### src/bpc_pkg.sv
`timescale 1ns / 1ps
// ----------------------------------------------------------------------------
// bpc_pkg
// Shared types and constants of the button press classifier.
// ----------------------------------------------------------------------------
package bpc_pkg;

  localparam int unsigned TimeW  = 32;
  localparam int unsigned MsW    = 16;
  localparam int unsigned AddrW  = 4;
  localparam int unsigned DataW  = 32;

  // register indexes
  localparam logic [1:0] RegDebounce = 2'd0;
  localparam logic [1:0] RegLong     = 2'd1;
  localparam logic [1:0] RegDouble   = 2'd2;

  localparam logic [MsW-1:0] DebounceRst = 16'd50;
  localparam logic [MsW-1:0] LongRst     = 16'd1000;
  localparam logic [MsW-1:0] DoubleRst   = 16'd500;

  typedef enum logic [1:0] {
    KIND_SINGLE = 2'd0,
    KIND_DOUBLE = 2'd1,
    KIND_LONG   = 2'd2
  } press_kind_e;

  typedef struct packed {
    logic [MsW-1:0] debounce_ms;
    logic [MsW-1:0] long_press_ms;
    logic [MsW-1:0] double_press_ms;
  } bpc_cfg_t;

  typedef struct packed {
    logic           window_running;
    logic [MsW-1:0] window_left;
  } bpc_status_t;

endpackage

### src/bpc_in_if.sv
`timescale 1ns / 1ps
// ----------------------------------------------------------------------------
// bpc_in_if
// Input channel: one tick or one pin edge per transfer.
// ----------------------------------------------------------------------------
interface bpc_in_if;
  logic valid;
  logic ready;
  logic req_type;
  logic pin_level;

  modport source (output valid, output req_type, output pin_level, input ready);
  modport sink   (input valid, input req_type, input pin_level, output ready);
endinterface

### src/bpc_out_if.sv
`timescale 1ns / 1ps
// ----------------------------------------------------------------------------
// bpc_out_if
// Result channel: one classified press per transfer.
// ----------------------------------------------------------------------------
interface bpc_out_if;
  logic                     valid;
  logic                     ready;
  bpc_pkg::press_kind_e     press_kind;

  modport source (output valid, output press_kind, input ready);
  modport sink   (input valid, input press_kind, output ready);
endinterface

### src/bpc_cfg.sv
`timescale 1ns / 1ps
// ----------------------------------------------------------------------------
// bpc_cfg
// APB register file holding the debounce, long press and double press times.
// ----------------------------------------------------------------------------
module bpc_cfg (
  input  logic                          clk_i,
  input  logic                          rst_ni,
  input  logic                          psel,
  input  logic                          penable,
  input  logic                          pwrite,
  input  logic [bpc_pkg::AddrW-1:0]     paddr,
  input  logic [bpc_pkg::DataW-1:0]     pwdata,
  output logic [bpc_pkg::DataW-1:0]     prdata,
  output logic                          pready,
  output bpc_pkg::bpc_cfg_t             cfg_o
);
  import bpc_pkg::*;

  bpc_cfg_t   cfg_q;
  logic       wr_en;
  logic [1:0] idx;

  assign pready = 1'b1;
  assign idx    = paddr[AddrW-1:2];
  assign wr_en  = psel & penable & pwrite & pready;

  always_ff @(posedge clk_i or negedge rst_ni) begin
    if (!rst_ni) begin
      cfg_q.debounce_ms     <= DebounceRst;
      cfg_q.long_press_ms   <= LongRst;
      cfg_q.double_press_ms <= DoubleRst;
    end else if (wr_en) begin
      case (idx)
        RegDebounce: cfg_q.debounce_ms     <= pwdata[MsW-1:0];
        RegLong:     cfg_q.long_press_ms   <= pwdata[MsW-1:0];
        RegDouble:   cfg_q.double_press_ms <= pwdata[MsW-1:0];
        default: ;
      endcase
    end
  end

  always_comb begin
    case (idx)
      RegDebounce: prdata = {{(DataW-MsW){1'b0}}, cfg_q.debounce_ms};
      RegLong:     prdata = {{(DataW-MsW){1'b0}}, cfg_q.long_press_ms};
      RegDouble:   prdata = {{(DataW-MsW){1'b0}}, cfg_q.double_press_ms};
      default:     prdata = '0;
    endcase
  end

  assign cfg_o = cfg_q;

endmodule

### src/bpc_core.sv
`timescale 1ns / 1ps
// ----------------------------------------------------------------------------
// bpc_core
// Input register, single pass classification and result register.
// ----------------------------------------------------------------------------
module bpc_core (
  input  logic                 clk_i,
  input  logic                 rst_ni,
  input  bpc_pkg::bpc_cfg_t    cfg_i,
  bpc_in_if.sink               in_i,
  bpc_out_if.source            out_o,
  output bpc_pkg::bpc_status_t status_o
);
  import bpc_pkg::*;

  // input stage
  logic s1_valid_q;
  logic req_type_q;
  logic pin_level_q;
  logic s1_adv;

  // classifier state
  logic [TimeW-1:0] time_now_q, time_now_d;
  logic [TimeW-1:0] last_edge_q, last_edge_d;
  logic [TimeW-1:0] press_start_q, press_start_d;
  logic             first_rel_q, first_rel_d;
  logic [MsW-1:0]   win_left_q, win_left_d;
  logic             win_run_q, win_run_d;

  // result stage
  logic        out_valid_q;
  press_kind_e kind_q;
  logic        emit;
  press_kind_e kind;

  logic [TimeW-1:0] since_edge;
  logic [TimeW-1:0] hold_time;

  assign s1_adv   = !out_valid_q || out_o.ready;
  assign in_i.ready = !s1_valid_q || s1_adv;

  always_ff @(posedge clk_i or negedge rst_ni) begin
    if (!rst_ni) begin
      s1_valid_q <= 1'b0;
    end else if (in_i.ready) begin
      s1_valid_q <= in_i.valid;
    end
  end

  always_ff @(posedge clk_i) begin
    if (in_i.ready && in_i.valid) begin
      req_type_q  <= in_i.req_type;
      pin_level_q <= in_i.pin_level;
    end
  end

  assign since_edge = time_now_q - last_edge_q;
  assign hold_time  = time_now_q - press_start_q;

  always_comb begin
    time_now_d    = time_now_q;
    last_edge_d   = last_edge_q;
    press_start_d = press_start_q;
    first_rel_d   = first_rel_q;
    win_left_d    = win_left_q;
    win_run_d     = win_run_q;
    emit          = 1'b0;
    kind          = KIND_SINGLE;
    if (s1_valid_q && s1_adv) begin
      if (!req_type_q) begin
        // tick: time first, then the window
        time_now_d = time_now_q + 1'b1;
        if (win_run_q) begin
          if (win_left_q <= MsW'(1)) begin
            win_left_d  = '0;
            win_run_d   = 1'b0;
            first_rel_d = 1'b0;
            emit        = 1'b1;
            kind        = KIND_SINGLE;
          end else begin
            win_left_d = win_left_q - 1'b1;
          end
        end
      end else if (since_edge >= {{(TimeW-MsW){1'b0}}, cfg_i.debounce_ms}) begin
        last_edge_d = time_now_q;
        if (pin_level_q) begin
          press_start_d = time_now_q;
        end else if (hold_time > {{(TimeW-MsW){1'b0}}, cfg_i.long_press_ms}) begin
          first_rel_d = 1'b0;
          emit        = 1'b1;
          kind        = KIND_LONG;
        end else if (first_rel_q) begin
          first_rel_d = 1'b0;
          win_run_d   = 1'b0;
          win_left_d  = '0;
          emit        = 1'b1;
          kind        = KIND_DOUBLE;
        end else begin
          first_rel_d = 1'b1;
          win_left_d  = cfg_i.double_press_ms;
          win_run_d   = 1'b1;
        end
      end
    end
  end

  always_ff @(posedge clk_i or negedge rst_ni) begin
    if (!rst_ni) begin
      time_now_q    <= '0;
      last_edge_q   <= '0;
      press_start_q <= '0;
      first_rel_q   <= 1'b0;
      win_left_q    <= '0;
      win_run_q     <= 1'b0;
      out_valid_q   <= 1'b0;
    end else begin
      time_now_q    <= time_now_d;
      last_edge_q   <= last_edge_d;
      press_start_q <= press_start_d;
      first_rel_q   <= first_rel_d;
      win_left_q    <= win_left_d;
      win_run_q     <= win_run_d;
      if (s1_adv) begin
        out_valid_q <= s1_valid_q && emit;
      end
    end
  end

  always_ff @(posedge clk_i) begin
    if (s1_adv && emit) begin
      kind_q <= kind;
    end
  end

  assign out_o.valid      = out_valid_q;
  assign out_o.press_kind = kind_q;

  assign status_o.window_running = win_run_q;
  assign status_o.window_left    = win_left_q;

endmodule

### src/button_press_classifier.sv
`timescale 1ns / 1ps
// ----------------------------------------------------------------------------
// button_press_classifier
// Debounces one button and reports single, double and long presses.
// ----------------------------------------------------------------------------
// Takes one item (a millisecond tick or a pin edge) every clock cycle while
// the result channel is not stalled. An item is registered on acceptance
// and then classified by one compare-and-update pass over the timing state,
// which loads the result register; a press reaches the result channel from
// there. A stalled result holds the pipeline until taken. Times are kept in
// 32-bit millisecond counters that wrap. Registers at byte address 0, 4 and
// 8: debounce_ms, long_press_ms, double_press_ms.
module button_press_classifier (
  input  logic                      clk_i,
  input  logic                      rst_ni,
  input  logic                      psel,
  input  logic                      penable,
  input  logic                      pwrite,
  input  logic [bpc_pkg::AddrW-1:0] paddr,
  input  logic [bpc_pkg::DataW-1:0] pwdata,
  output logic [bpc_pkg::DataW-1:0] prdata,
  output logic                      pready,
  bpc_in_if.sink                    in_i,
  bpc_out_if.source                 out_o
);
  import bpc_pkg::*;

  bpc_cfg_t    cfg;
  bpc_status_t status;

  bpc_cfg u_cfg (
    .clk_i   (clk_i),
    .rst_ni  (rst_ni),
    .psel    (psel),
    .penable (penable),
    .pwrite  (pwrite),
    .paddr   (paddr),
    .pwdata  (pwdata),
    .prdata  (prdata),
    .pready  (pready),
    .cfg_o   (cfg)
  );

  bpc_core u_core (
    .clk_i    (clk_i),
    .rst_ni   (rst_ni),
    .cfg_i    (cfg),
    .in_i     (in_i),
    .out_o    (out_o),
    .status_o (status)
  );

  // a stopped window is always cleared
  a_win_idle : assert property (@(posedge clk_i) disable iff (!rst_ni)
    !status.window_running |-> status.window_left == '0)
    else $error("window stopped with time left");

  // an empty result register never blocks the input
  a_no_stall : assert property (@(posedge clk_i) disable iff (!rst_ni)
    !out_o.valid |-> in_i.ready)
    else $error("input stalled with empty result register");

  // arming loads the double press window
  a_arm : assert property (@(posedge clk_i) disable iff (!rst_ni)
    $rose(status.window_running) |-> status.window_left == cfg.double_press_ms)
    else $error("window armed with wrong length");

endmodule

### src/flat_wrapper.sv
// flat-port wrapper written by rule: the top's interface ports become plain ports
module button_press_classifier_flat import bpc_pkg::*;
  (clk_i, rst_ni, psel, penable, pwrite, paddr, pwdata, prdata, pready, in_i_valid, in_i_req_type, in_i_pin_level, in_i_ready, out_o_valid, out_o_press_kind, out_o_ready);
  bpc_in_if in_i_i ();
  bpc_out_if out_o_i ();
  input  logic clk_i;
  input  logic rst_ni;
  input  logic psel;
  input  logic penable;
  input  logic pwrite;
  input  logic [bpc_pkg::AddrW-1:0] paddr;
  input  logic [bpc_pkg::DataW-1:0] pwdata;
  output logic [bpc_pkg::DataW-1:0] prdata;
  output logic pready;
  input wire logic [$bits(in_i_i.valid)-1:0] in_i_valid;
  input wire logic [$bits(in_i_i.req_type)-1:0] in_i_req_type;
  input wire logic [$bits(in_i_i.pin_level)-1:0] in_i_pin_level;
  output wire logic [$bits(in_i_i.ready)-1:0] in_i_ready;
  output wire logic [$bits(out_o_i.valid)-1:0] out_o_valid;
  output wire logic [$bits(out_o_i.press_kind)-1:0] out_o_press_kind;
  input wire logic [$bits(out_o_i.ready)-1:0] out_o_ready;
  assign in_i_i.valid = in_i_valid;
  assign in_i_i.req_type = in_i_req_type;
  assign in_i_i.pin_level = in_i_pin_level;
  assign in_i_ready = in_i_i.ready;
  assign out_o_valid = out_o_i.valid;
  assign out_o_press_kind = out_o_i.press_kind;
  assign out_o_i.ready = out_o_ready;
  button_press_classifier u_core (.clk_i(clk_i), .rst_ni(rst_ni), .psel(psel), .penable(penable), .pwrite(pwrite), .paddr(paddr), .pwdata(pwdata), .prdata(prdata), .pready(pready), .in_i(in_i_i), .out_o(out_o_i));
endmodule
### config.mk
export PLATFORM = sky130hd
export DESIGN_NAME = button_press_classifier_flat
export DESIGN_NICKNAME = d
export VERILOG_FILES = /design/src/bpc_pkg.sv /design/src/bpc_in_if.sv /design/src/bpc_out_if.sv /design/src/bpc_cfg.sv /design/src/bpc_core.sv /design/src/button_press_classifier.sv /design/src/flat_wrapper.sv
export SDC_FILE = /design/constraint.sdc
export NUM_CORES = 1
export LEC_CHECK = 0
export BUFFER_PORTS_ARGS = -buffer_cell sky130_fd_sc_hd__buf_4
export CORE_MARGIN = 1.5
export CORE_UTILIZATION = 40
export CTS_CLUSTER_SIZE = 30
export DETAILED_ROUTE_END_ITERATION = 7
export GPL_ROUTABILITY_DRIVEN = 0
export GPL_TIMING_DRIVEN = 0
export PLACE_DENSITY_LB_ADDON = 0.12
export SETUP_SLACK_MARGIN = 0.2
export SLEW_MARGIN = 30
export SYNTH_ARGS = -nofsm -noshare
export SYNTH_HDL_FRONTEND = slang
export SYNTH_SLANG_ARGS = --single-unit
### constraint.sdc
create_clock -name clk_i -period 10.83 [get_ports clk_i]
set_input_delay 0.5415 -clock clk_i [delete_from_list [all_inputs] [get_ports clk_i]]
set_output_delay 0.5415 -clock clk_i [all_outputs]
set_load 0.05 [all_outputs]
== Word level (Yosys, flattened, before mapping) ==
Cells that the tools add are included.

* Bits in registers: 168
* Input port bits: 45
* Output and inout bits: 37
* Logic and storage cells: 85

* $add $sub $neg: 4
* $lt $le $gt $ge: 3
* Equality and inequality tests: 5
* Muxes and demuxes: 31
* Bitwise logic cells: 5
* Reduce and logical (&&, ||, !) cells: 22

{| class="wikitable"
|+ Operators by type and width
! cell !! number
|-
| $mux 16 || 7
|-
| $sub 32x32->32 || 2
|-
| $pmux 16 s3 || 1
|-
| $add 32x1->32 const B || 1
|-
| $ge 32x16->1 || 1
|-
| $gt 32x16->1 || 1
|-
| $mux 1 || 22
|-
| $le 16x1->1 const B || 1
|-
| $sub 16x1->16 const B || 1
|-
| $reduce_and 5->1 || 2
|-
| $reduce_and 2->1 || 4
|-
| $reduce_and 4->1 || 2
|-
| $reduce_or 5->1 || 1
|-
| $logic_and 1x1->1 || 4
|-
| $ne 2x2->1 const B || 2
|-
| $reduce_bool 2->1 || 2
|-
| $reduce_or 4->1 || 1
|-
| $not 1->1 || 3
|-
| $reduce_and 3->1 || 1
|-
| $and 1x1->1 || 2
|-
| $eq 2x1->1 const B || 1
|-
| $eq 2x2->1 const B || 1
|-
| $logic_not 1->1 || 2
|-
| $logic_not 2->1 || 1
|-
| other kinds (3) || 4
|}

== Depth between registers and ports, before layout ==
Gate-level depths: netlist of run 1.

* Depth after elaboration: 8
* Mapped depth: 25
* Gate-level depth less buffers: 23

== By module ==
A second synthesis of run 1 with hierarchy kept.

* Cell total of the unflattened synthesis: 1412
* Area total of the unflattened synthesis: 12748.5 um^2

{| class="wikitable"
|+ By module, submodules not included
! module !! times used !! cells each !! area each (um^2) !! sequential area each (um^2)
|-
| bpc_core || 1 || 1234 || 10397.5 || 3022.9
|-
| bpc_cfg || 1 || 178 || 2351.0 || 1219.9
|}

== Worst setup path after synthesis of run 1 ==
Ideal clock, no wire load.

* Path type: register -> register
* Start: register u_core.u_core.time_now_q[4]
* End: register u_core.u_core.kind_q[0] (netlist: u_core.u_core.out_o.press_kind[0]), enable pin
* Library setup time: 0.286 ns
* Arrival time: 4.349 ns
* Required time: 10.544 ns
* Path slack: 6.195 ns
* Cell stages (with the launch flop): 23
* Path buffers: 1
* Period minus slack after synthesis: 4.635 ns
* Cell sequence: dfrtp_1 > ha_1 > a21o_1 > a31o_2 > o21ai_2 > nor2b_1 > nor3_1 > nor2_1 > nor2b_1 > o21ai_0 > nand2b_1 > xor2_1 > ha_1 > and4_1 > a311o_1 > a211o_1 > o21ai_0 > o2111a_1 > and4_1 > nand3_2 > clkbuf_1 > o21ai_0 > o21ai_0

* Longest elaborated chain between the ends: 8
* Elaborated cells on any way between the ends: 10
* Classes of those cells: 2 x add/sub; 2 x order compare; 5 x mux; 1 x reduce/logical

{| class="wikitable"
|+ Ends and longest elaborated chain
! item !! RTL line !! source
|-
| from (decl) || bpc_core.sv:23 || <nowiki>logic [TimeW-1:0] time_now_q, time_now_d;</nowiki>
|-
| from (signal assigned) || bpc_core.sv:117 || <nowiki>time_now_q <= time_now_d;</nowiki>
|-
| $sub 32x32->32 || bpc_core.sv:58 || <nowiki>assign hold_time = time_now_q - press_start_q;</nowiki>
|-
| $gt 32x16->1 || bpc_core.sv:88 || <nowiki>end else if (hold_time > {{(TimeW-MsW){1'b0}}, cfg_i.long_press_ms}) begin</nowiki>
|-
| $mux 1 || bpc_core.sv:88 ||
|-
| $mux 1 || bpc_core.sv:86 || <nowiki>if (pin_level_q) begin</nowiki>
|-
| $mux 1 * || bpc_core.sv:84 || <nowiki>end else if (since_edge >= {{(TimeW-MsW){1'b0}}, cfg_i.debounce_ms}) begin</nowiki>
|-
| $mux 1 * || bpc_core.sv:70 || <nowiki>if (!req_type_q) begin</nowiki>
|-
| $mux 1 * || bpc_core.sv:69 || <nowiki>if (s1_valid_q && s1_adv) begin</nowiki>
|-
| $logic_and 1x1->1 * || bpc_core.sv:130 || <nowiki>if (s1_adv && emit) begin</nowiki>
|-
| to (signal assigned) || bpc_core.sv:131 || <nowiki>kind_q <= kind;</nowiki>
|-
| to (decl) || bpc_core.sv:32 || <nowiki>press_kind_e kind_q;</nowiki>
|}

Every way passes the cells marked *; elsewhere a longest branch is shown, timed or not.
A chain may end at the register's enable or synchronous reset.

== Worst setup path after layout of run 1 ==
* Start: register u_core.u_core.time_now_q[4]
* End: register u_core.u_core.kind_q[1] (netlist: u_core.u_core.out_o.press_kind[1]), enable pin

The elaborated chain is that of the path after synthesis.

==> flow_summary.toml, run 1 <==
[clock_network]
numCtsBuffers = 17
hold_buffers = 1
h-tree-depth = 4
cts_tree = "built"
post_cts_buffers = 0
cts_resized = 0
path_clk_slew_ps = 60
clkLatencyLatePin_ps = 440
clockRootBuffer = "clkbuf_16"
cts_num_sinks = 168
max-clock-path-buffers = 2

[synth]
yosys.area.top_type_share_pct = 28.8
yosys-top-cells-area = "dfrtp_1 (29%), ha_1 (9.4%), mux2_1 (5.3%)"
synth.distinct_cells = 89
async_flop_share_pct = 97.6
yosysMostFrequentCell = "dfrtp_1"
netlist_area_sq_um = 13000
synth_area_leader_cell = "dfrtp_1"
syn_avg_cell_area_sq_um = 8.93
synth_seq_area_share_pct = 32.8
yosysWarnings = 0
synth_common_cells = "dfrtp_1 (149), nand2_1 (145), inv_1 (106), ha_1 (97), o21ai_0 (93)"
synth-main-ff-cell = "dfrtp_1"
ys_seq_elements = 168
netlist_instances = 1450
synth_edf_count = 4

[routing]
drc = 0
drt-initial-drc-count = 759
wl_met1_um = 17500
met2_length_um = 16900
route.met3.wl_um = 1410
final_antenna_net_count = 0
via_per_inst = 5.74
maxUsedRoutingLayer = "met4"
wl_um = 36700
vias = 11200
dr.pass1.iters = 6
wl_per_cell_um = 18.8

[cells_and_area]
n_fill_cell = 3161
area_growth_pct = 11.9
layout-drive-gt1-share_pct = 11.6
fin_nets = 1677

[sta]
period_needed_ps = 5740
rsz0062_at_grt = "no"
fin_tns_setup_ps = 0
setup_viol = 0
drv_slew = 0
slew_headroom_pct = 41.5
skew_ps = 11.4
worst_pin_slew_ps = 856
min_period_over_period_pct = 53.0
finalHoldViolCount = 0
fmax_mhz = 174
hold_slack_ps = 283

[critical_path]
path_delay_family = "compound AO/OA/AOI/OAI gates"
cp_max_fo = 10
cp_data_required_time_ps = 10920
worstSetupEndpointType = "flop"
path_cells = "ha_1, a21o_1, a31o_2, o21ai_2, nor2b_1, nor3_1, nor2_1, nor2b_1, o21ai_0, nand2b_1, xor2_1, ha_1, and4_1, nand4_1, a21oi_1, a211o_1, o21ai_0, o2111a_1, and4_1, nand3_2, clkbuf_1, o21ai_0, o21ai_0"
cp_num_buf_inv = 1
crit_arrival_ps = 5820
start_kind = "flop"
path_class = "flop to flop"
critPathSlowestCell = "dfrtp_1"
cp_slowest_stage_delay_ps = 490
crit_top_cell = "o21ai_0"

[floorplan]
die_height_um = 183
die_area_sq_um = 33500
core_sq_um = 31700
ios = 82
start_util_pct = 40.8
die_x_um = 183
row_count = 65

[power]
power_frac_seq_pct = 25.9
ir_drop_mv = 0.122
p_switching_uw = 1420
power_density_nw_per_um2 = 227
p_sw_share_pct = 43.3
p_leak_uw = 0.00675
internal_power_uw = 1860
pwr-share-clk_pct = 17.9
p_comb_share_pct = 56.2

[placed_design]
dp.final_hpwl_um = 28800
port_buffers = 46

[grt]
grt_pass1_wl_um = 58800
grt_pass1_vias = 10800
grt_usage_pct = 22.5
grt_antenna_before_repair = 0
grt_start_max_net_pins = 79
grt_overflow = 0

[min_path]
hold_path.class = "primary input to flop"

[run]
maxCapViolCount = 0

[status]
outcome = "completed"
-- final timing paths --
path	start	end	slack, ps	depth (start not counted)
setup reg to reg	u_core.u_core.time_now_q[4]$_DFFE_PN0P_	u_core.u_core.out_o.press_kind[1]$_SDFFCE_PP0P_	5090	23
setup / recovery	u_core.u_core.time_now_q[4]$_DFFE_PN0P_	u_core.u_core.out_o.press_kind[1]$_SDFFCE_PP0P_	5090	23
min in group asynchronous	rst_ni	u_core.u_cfg.cfg_o[17]$_DFFE_PN0P_	550	2
hold reg to reg	u_core.u_core.last_edge_q[26]$_DFFE_PN0P_	u_core.u_core.last_edge_q[26]$_DFFE_PN0P_	490	1
max in group asynchronous	rst_ni	u_core.u_core.last_edge_q[29]$_DFFE_PN0P_	9570	3
hold / removal	in_i_pin_level	u_core.u_core.pin_level_q$_DFFE_PP_	280	1
-- layer usage --
| metal | global-route usage [%] | vias to the layer above |
|---|---|---|
| li1 | - | 5462 |
| met1 | 30.9 | 5412 |
| met2 | 36.7 | 266 |
| met3 | 3.34 | 44 |
| met4 | 6.89 | 0 |
| met5 | 0 | - |
-- worst reg2reg max path: stages (launching register included) --
cell,delay [ps]
dfrtp_1,490
ha_1,420
a21o_1,230
a31o_2,250
o21ai_2,220
nor2b_1,240
nor3_1,70
nor2_1,170
nor2b_1,70
o21ai_0,150
nand2b_1,90
xor2_1,160
ha_1,300
and4_1,260
nand4_1,140
a21oi_1,180
a211o_1,120
o21ai_0,200
o2111a_1,200
and4_1,220
nand3_2,180
clkbuf_1,440
o21ai_0,180
o21ai_0,400
-- kinds of logic (layout without fill, tap and decap cells) --
group	count (synthesis)	count (layout)	share of synthesized area [%]
other	2	19	0.0580
XOR/XNOR	70	70	4.73
flip-flops	168	168	32.8
AO/OA/AOI/OAI	385	385	20.0
multiplexers	115	115	9.80
AND/OR/NAND/NOR	429	429	16.7
buffers and inverters	182	263	6.22
adder cells (fa/ha/maj)	99	99	9.68
-- area by class of cell --
cell class	count	area, sq um	share of cell area [%]
Clock inverter	10	96.3	0.665
Buffer	75	404	2.79
Timing Repair Buffer	49	418	2.88
Sequential cell	168	4240	29.3
Antenna cell	2	5.00	0.0345
Inverter	107	402	2.77
Clock buffer	22	454	3.13
Multi-Input combinational cell	1115	7970	55.0
Tap cell	402	503	3.47
-- state kept, by name, indices dropped and copies added, names as in the netlist --
register / flops
u_core.u_cfg.cfg_o: 48
u_core.u_core.first_rel_q: 1
u_core.u_core.last_edge_q: 32
u_core.u_core.out_o.press_kind: 2
u_core.u_core.out_o.valid: 1
u_core.u_core.pin_level_q: 1
u_core.u_core.press_start_q: 32
u_core.u_core.req_type_q: 1
u_core.u_core.s1_valid_q: 1
u_core.u_core.time_now_q: 32
u_core.u_core.win_left_q: 16
u_core.u_core.win_run_q: 1
-- through the flow --
step	area [sq um]	utilization, %	worst slack (ps)	power, uW	cells
floorplan	13000	-	6200	2220	1465
global placement	13900	43.7	5090	2670	1913
detailed placement	13900	43.9	5110	2700	1915
CTS	14500	45.7	5070	3300	1948
global route	14500	45.7	4670	3550	1948
finish	14500	45.7	5090	3290	1950
-- power groups by stage --
stage	sequential [uW]	combinational, uW	clock [uW]
after floorplan	823	1400	0
after global placement	858	1820	0
after detailed placement	861	1840	0
after CTS	850	1850	606
after global routing	866	2050	635
final	852	1850	588
-- cells in the final DEF, fill, tap and decap left out, types with 9 or more instances in the layout --
cell type    n
dfrtp_1    149
nand2_1    145
inv_1      106
ha_1        97
o21ai_0     93
a21oi_1     89
buf_4       66
nor2_1      62
mux2_1      61
xnor2_1     44
clkbuf_1    42
nand4_1     34
mux2_2      34
nand3_1     30
nor3_1      28
xor2_1      26
o21a_1      23
mux2i_1     20
nor2b_1     19
or3_1       19
and3_1      18
a211oi_1    17
conb_1      17
clkbuf_16   17
a21o_1      16
nor4_1      16
and2_1      15
dfstp_2     15
o211ai_1    13
o221ai_1    13
buf_2       11
o41ai_1     11
nand2b_1    10
a31oi_1      9
o21ai_1      9
No activity file was read; power rests on OpenSTA's default activity.
==> run 2: changes to the inputs <==
Settings changed: ABC_AREA set to 1.
Clock period 10.83 ns to 5.9 ns, I/O delays scaled along.
==> flow_summary.toml, run 2 <==
[cells_and_area]
layout-drive-gt1-share_pct = 10.1
final_common_cell = "nand2_1"
layout_common_cells = "nand2_1 (747), inv_1 (414), dfrtp_1 (149)"
fin_nets = 2365
diodes = 0
largest_register_ffs = 48
design_area_sq_um = 15700
area_growth_pct = 11.5

[clock_network]
clockRootBuffer = "clkbuf_16"
post_cts_buffers = 0
cts_tree = "built"
hold_buffers = 1
clkLatencyLatePin_ps = 460
numCtsBuffers = 17
h-tree-depth = 4
cts_resized = 0
cts_num_sinks = 168
max-clock-path-buffers = 2
path_clk_slew_ps = 80

[placed_design]
dp.final_hpwl_um = 32600
port_buffers = 46
dpl-instance-area_sq_um = 15100

[synth]
async_flop_share_pct = 97.6
netlist_instances = 2138
netlist_area_sq_um = 14100
synth_edf_count = 4
yosys-top-cells-area = "dfrtp_1 (26%), nand2_1 (20%), inv_1 (11%)"
syn_avg_cell_area_sq_um = 6.59
yosys.area.top_type_share_pct = 26.5
synth_compound_gate_area_share_pct = 8.06
yosys.area_share.simple_pct = 35.1
synth_seq_area_share_pct = 30.1
yosysMostFrequentCell = "nand2_1"
synth_area_leader_cell = "dfrtp_1"
yosys.area_share.adder_pct = 8.89
synthMuxAreaShare_pct = 0
yosysWarnings = 0
synth-main-ff-cell = "dfrtp_1"
synth_common_cells = "nand2_1 (747), inv_1 (414), dfrtp_1 (149), nor2_1 (128), nand3_1 (99)"
ys_seq_elements = 168
synth.distinct_cells = 52
synth_top_family_by_area = "simple AND/OR/NAND/NOR gates"
synth-xor-area-share_pct = 4.23

[routing]
drc = 0
dr.pass1.iters = 5
vias = 13100
via_per_inst = 4.89
wl_per_cell_um = 15.0
drt-initial-drc-count = 752
final_antenna_net_count = 0
wl_um = 40300

[grt]
grt_usage_pct = 23.0
grt_pass1_vias = 12700
grt_start_max_net_pins = 81
grt_pass1_wl_um = 65300
grt_antenna_before_repair = 0
grt_overflow = 0

[sta]
slew_headroom_pct = 50.4
fin_tns_setup_ps = 0
drv_slew = 0
worst_pin_slew_ps = 744
finalHoldViolCount = 0
fmax_mhz = 216
skew_ps = 23.4
period_needed_ps = 4630
rsz0062_at_grt = "no"
setup_viol = 0
min_period_over_period_pct = 78.5

[floorplan]
core_sq_um = 34600
die_x_um = 191
start_util_pct = 40.7
row_count = 68
die_height_um = 191
die_area_sq_um = 36400
ios = 82

[critical_path]
cp_slowest_stage_delay_ps = 460
start_kind = "flop"
rrSetupSlack_ps = 1270
cp_max_fo = 10
r2r-start = "u_core.u_core.time_now_q[0]$_DFFE_PN0P_"
cp_data_required_time_ps = 6260
r2r-end = "u_core.u_core.last_edge_q[3]$_DFFE_PN0P_"
path_class = "flop to flop"
crit_arrival_ps = 4990
reg2reg_depth = 26
critPathSlowestCell = "dfrtp_1"
crit_top_cell = "nand2_1"
worstSetupEndpointType = "flop"

[power]
p_leak_uw = 0.00888
ir_drop_mv = 0.293
power_density_nw_per_um2 = 474

[min_path]
whs_path_depth = 1
hold_path_startpoint = "in_i_pin_level"
hold_end = "u_core.u_core.pin_level_q$_DFFE_PP_"
hold_path.class = "primary input to flop"

[run]
maxCapViolCount = 0

[status]
outcome = "completed"
[run 2: routing by layer]
layer / track usage, % / part of all wire [%] / up-vias
li1: - / - / 6766
met1: 31.8 / 49 / 6097
met2: 37.7 / 46 / 243
met3: 3.00 / 3.9 / 38
met4: 5.78 / 1.5 / 0
met5: 0 / 0 / -
[run 2: critical path, delay by kind of cell (launching register included)]
kind | cells | cell delay (ps)
xor gates and xnor gates | 1 | 270
DFF | 1 | 460
buffers and inverters | 4 | 640
adders and majority gates | 3 | 880
AOI/OAI and AO/OA | 1 | 290
and+or+nand+nor | 17 | 1940
[run 2: logic make-up (layout without fill, tap and decap cells)]
kind of cell,after synthesis,after routing
and+or+nand+nor,1130,1130
xor gates and xnor gates,68,68
buffers and inverters,475,556
other,2,17
adders and majority gates,99,99
DFF,168,168
AOI/OAI and AO/OA,196,196
[run 2: how the worst max path moves through the flow]
stage | startpoint | to | slack (ps) | cells after the start
final | u_core.u_core.time_now_q[0]$_DFFE_PN0P_ | u_core.u_core.last_edge_q[3]$_DFFE_PN0P_ | 1270 | 26
after global routing | u_core.u_core.time_now_q[0]$_DFFE_PN0P_ | u_core.u_core.last_edge_q[30]$_DFFE_PN0P_ | 990 | 26
after CTS | u_core.u_core.time_now_q[0]$_DFFE_PN0P_ | u_core.u_core.last_edge_q[1]$_DFFE_PN0P_ | 1310 | 26
after detailed placement | u_core.u_core.time_now_q[0]$_DFFE_PN0P_ | u_core.u_core.last_edge_q[1]$_DFFE_PN0P_ | 1350 | 26
after global placement | u_core.u_core.time_now_q[0]$_DFFE_PN0P_ | u_core.u_core.last_edge_q[1]$_DFFE_PN0P_ | 1400 | 26
after floorplan | u_core.u_core.time_now_q[0]$_DFFE_PN0P_ | u_core.u_core.press_start_q[11]$_DFFE_PN0P_ | 2560 | 28
[run 2: area by class of cell]
type,count,area [sq um]
tap,455,569
fill,3662,18900
buffer,54,338
clock inverter,15,159
inverter,421,1580
multi-input combinational,1510,7990
sequential,168,4240
timing repair buffer,49,418
clock buffer,17,425
[run 2: power by group]
part | internal [uW] | total [uW] | switching (uW) | leakage (uW)
registers | 1370 | 1580 | 212 | 0.00216
clock network | 564 | 1140 | 573 | 0.000272
logic | 1660 | 4740 | 3080 | 0.00644
total | 3590 | 7460 | 3870 | 0.00888
[run 2: metrics by stage]
stage	hold slack [ps]	std cells	util, %	setup WS (ps)	total power (uW)
2_1_floorplan	-0.591	2153	-	2560	5080
4_1_cts	22.1	2689	45.4	1310	7500
3_3_place_gp	454	2654	43.5	1400	6210
5_1_grt	26.1	2689	45.4	987	8260
3_5_place_dp	116	2656	43.7	1350	6330
6_report	38.4	2689	45.4	1270	7460
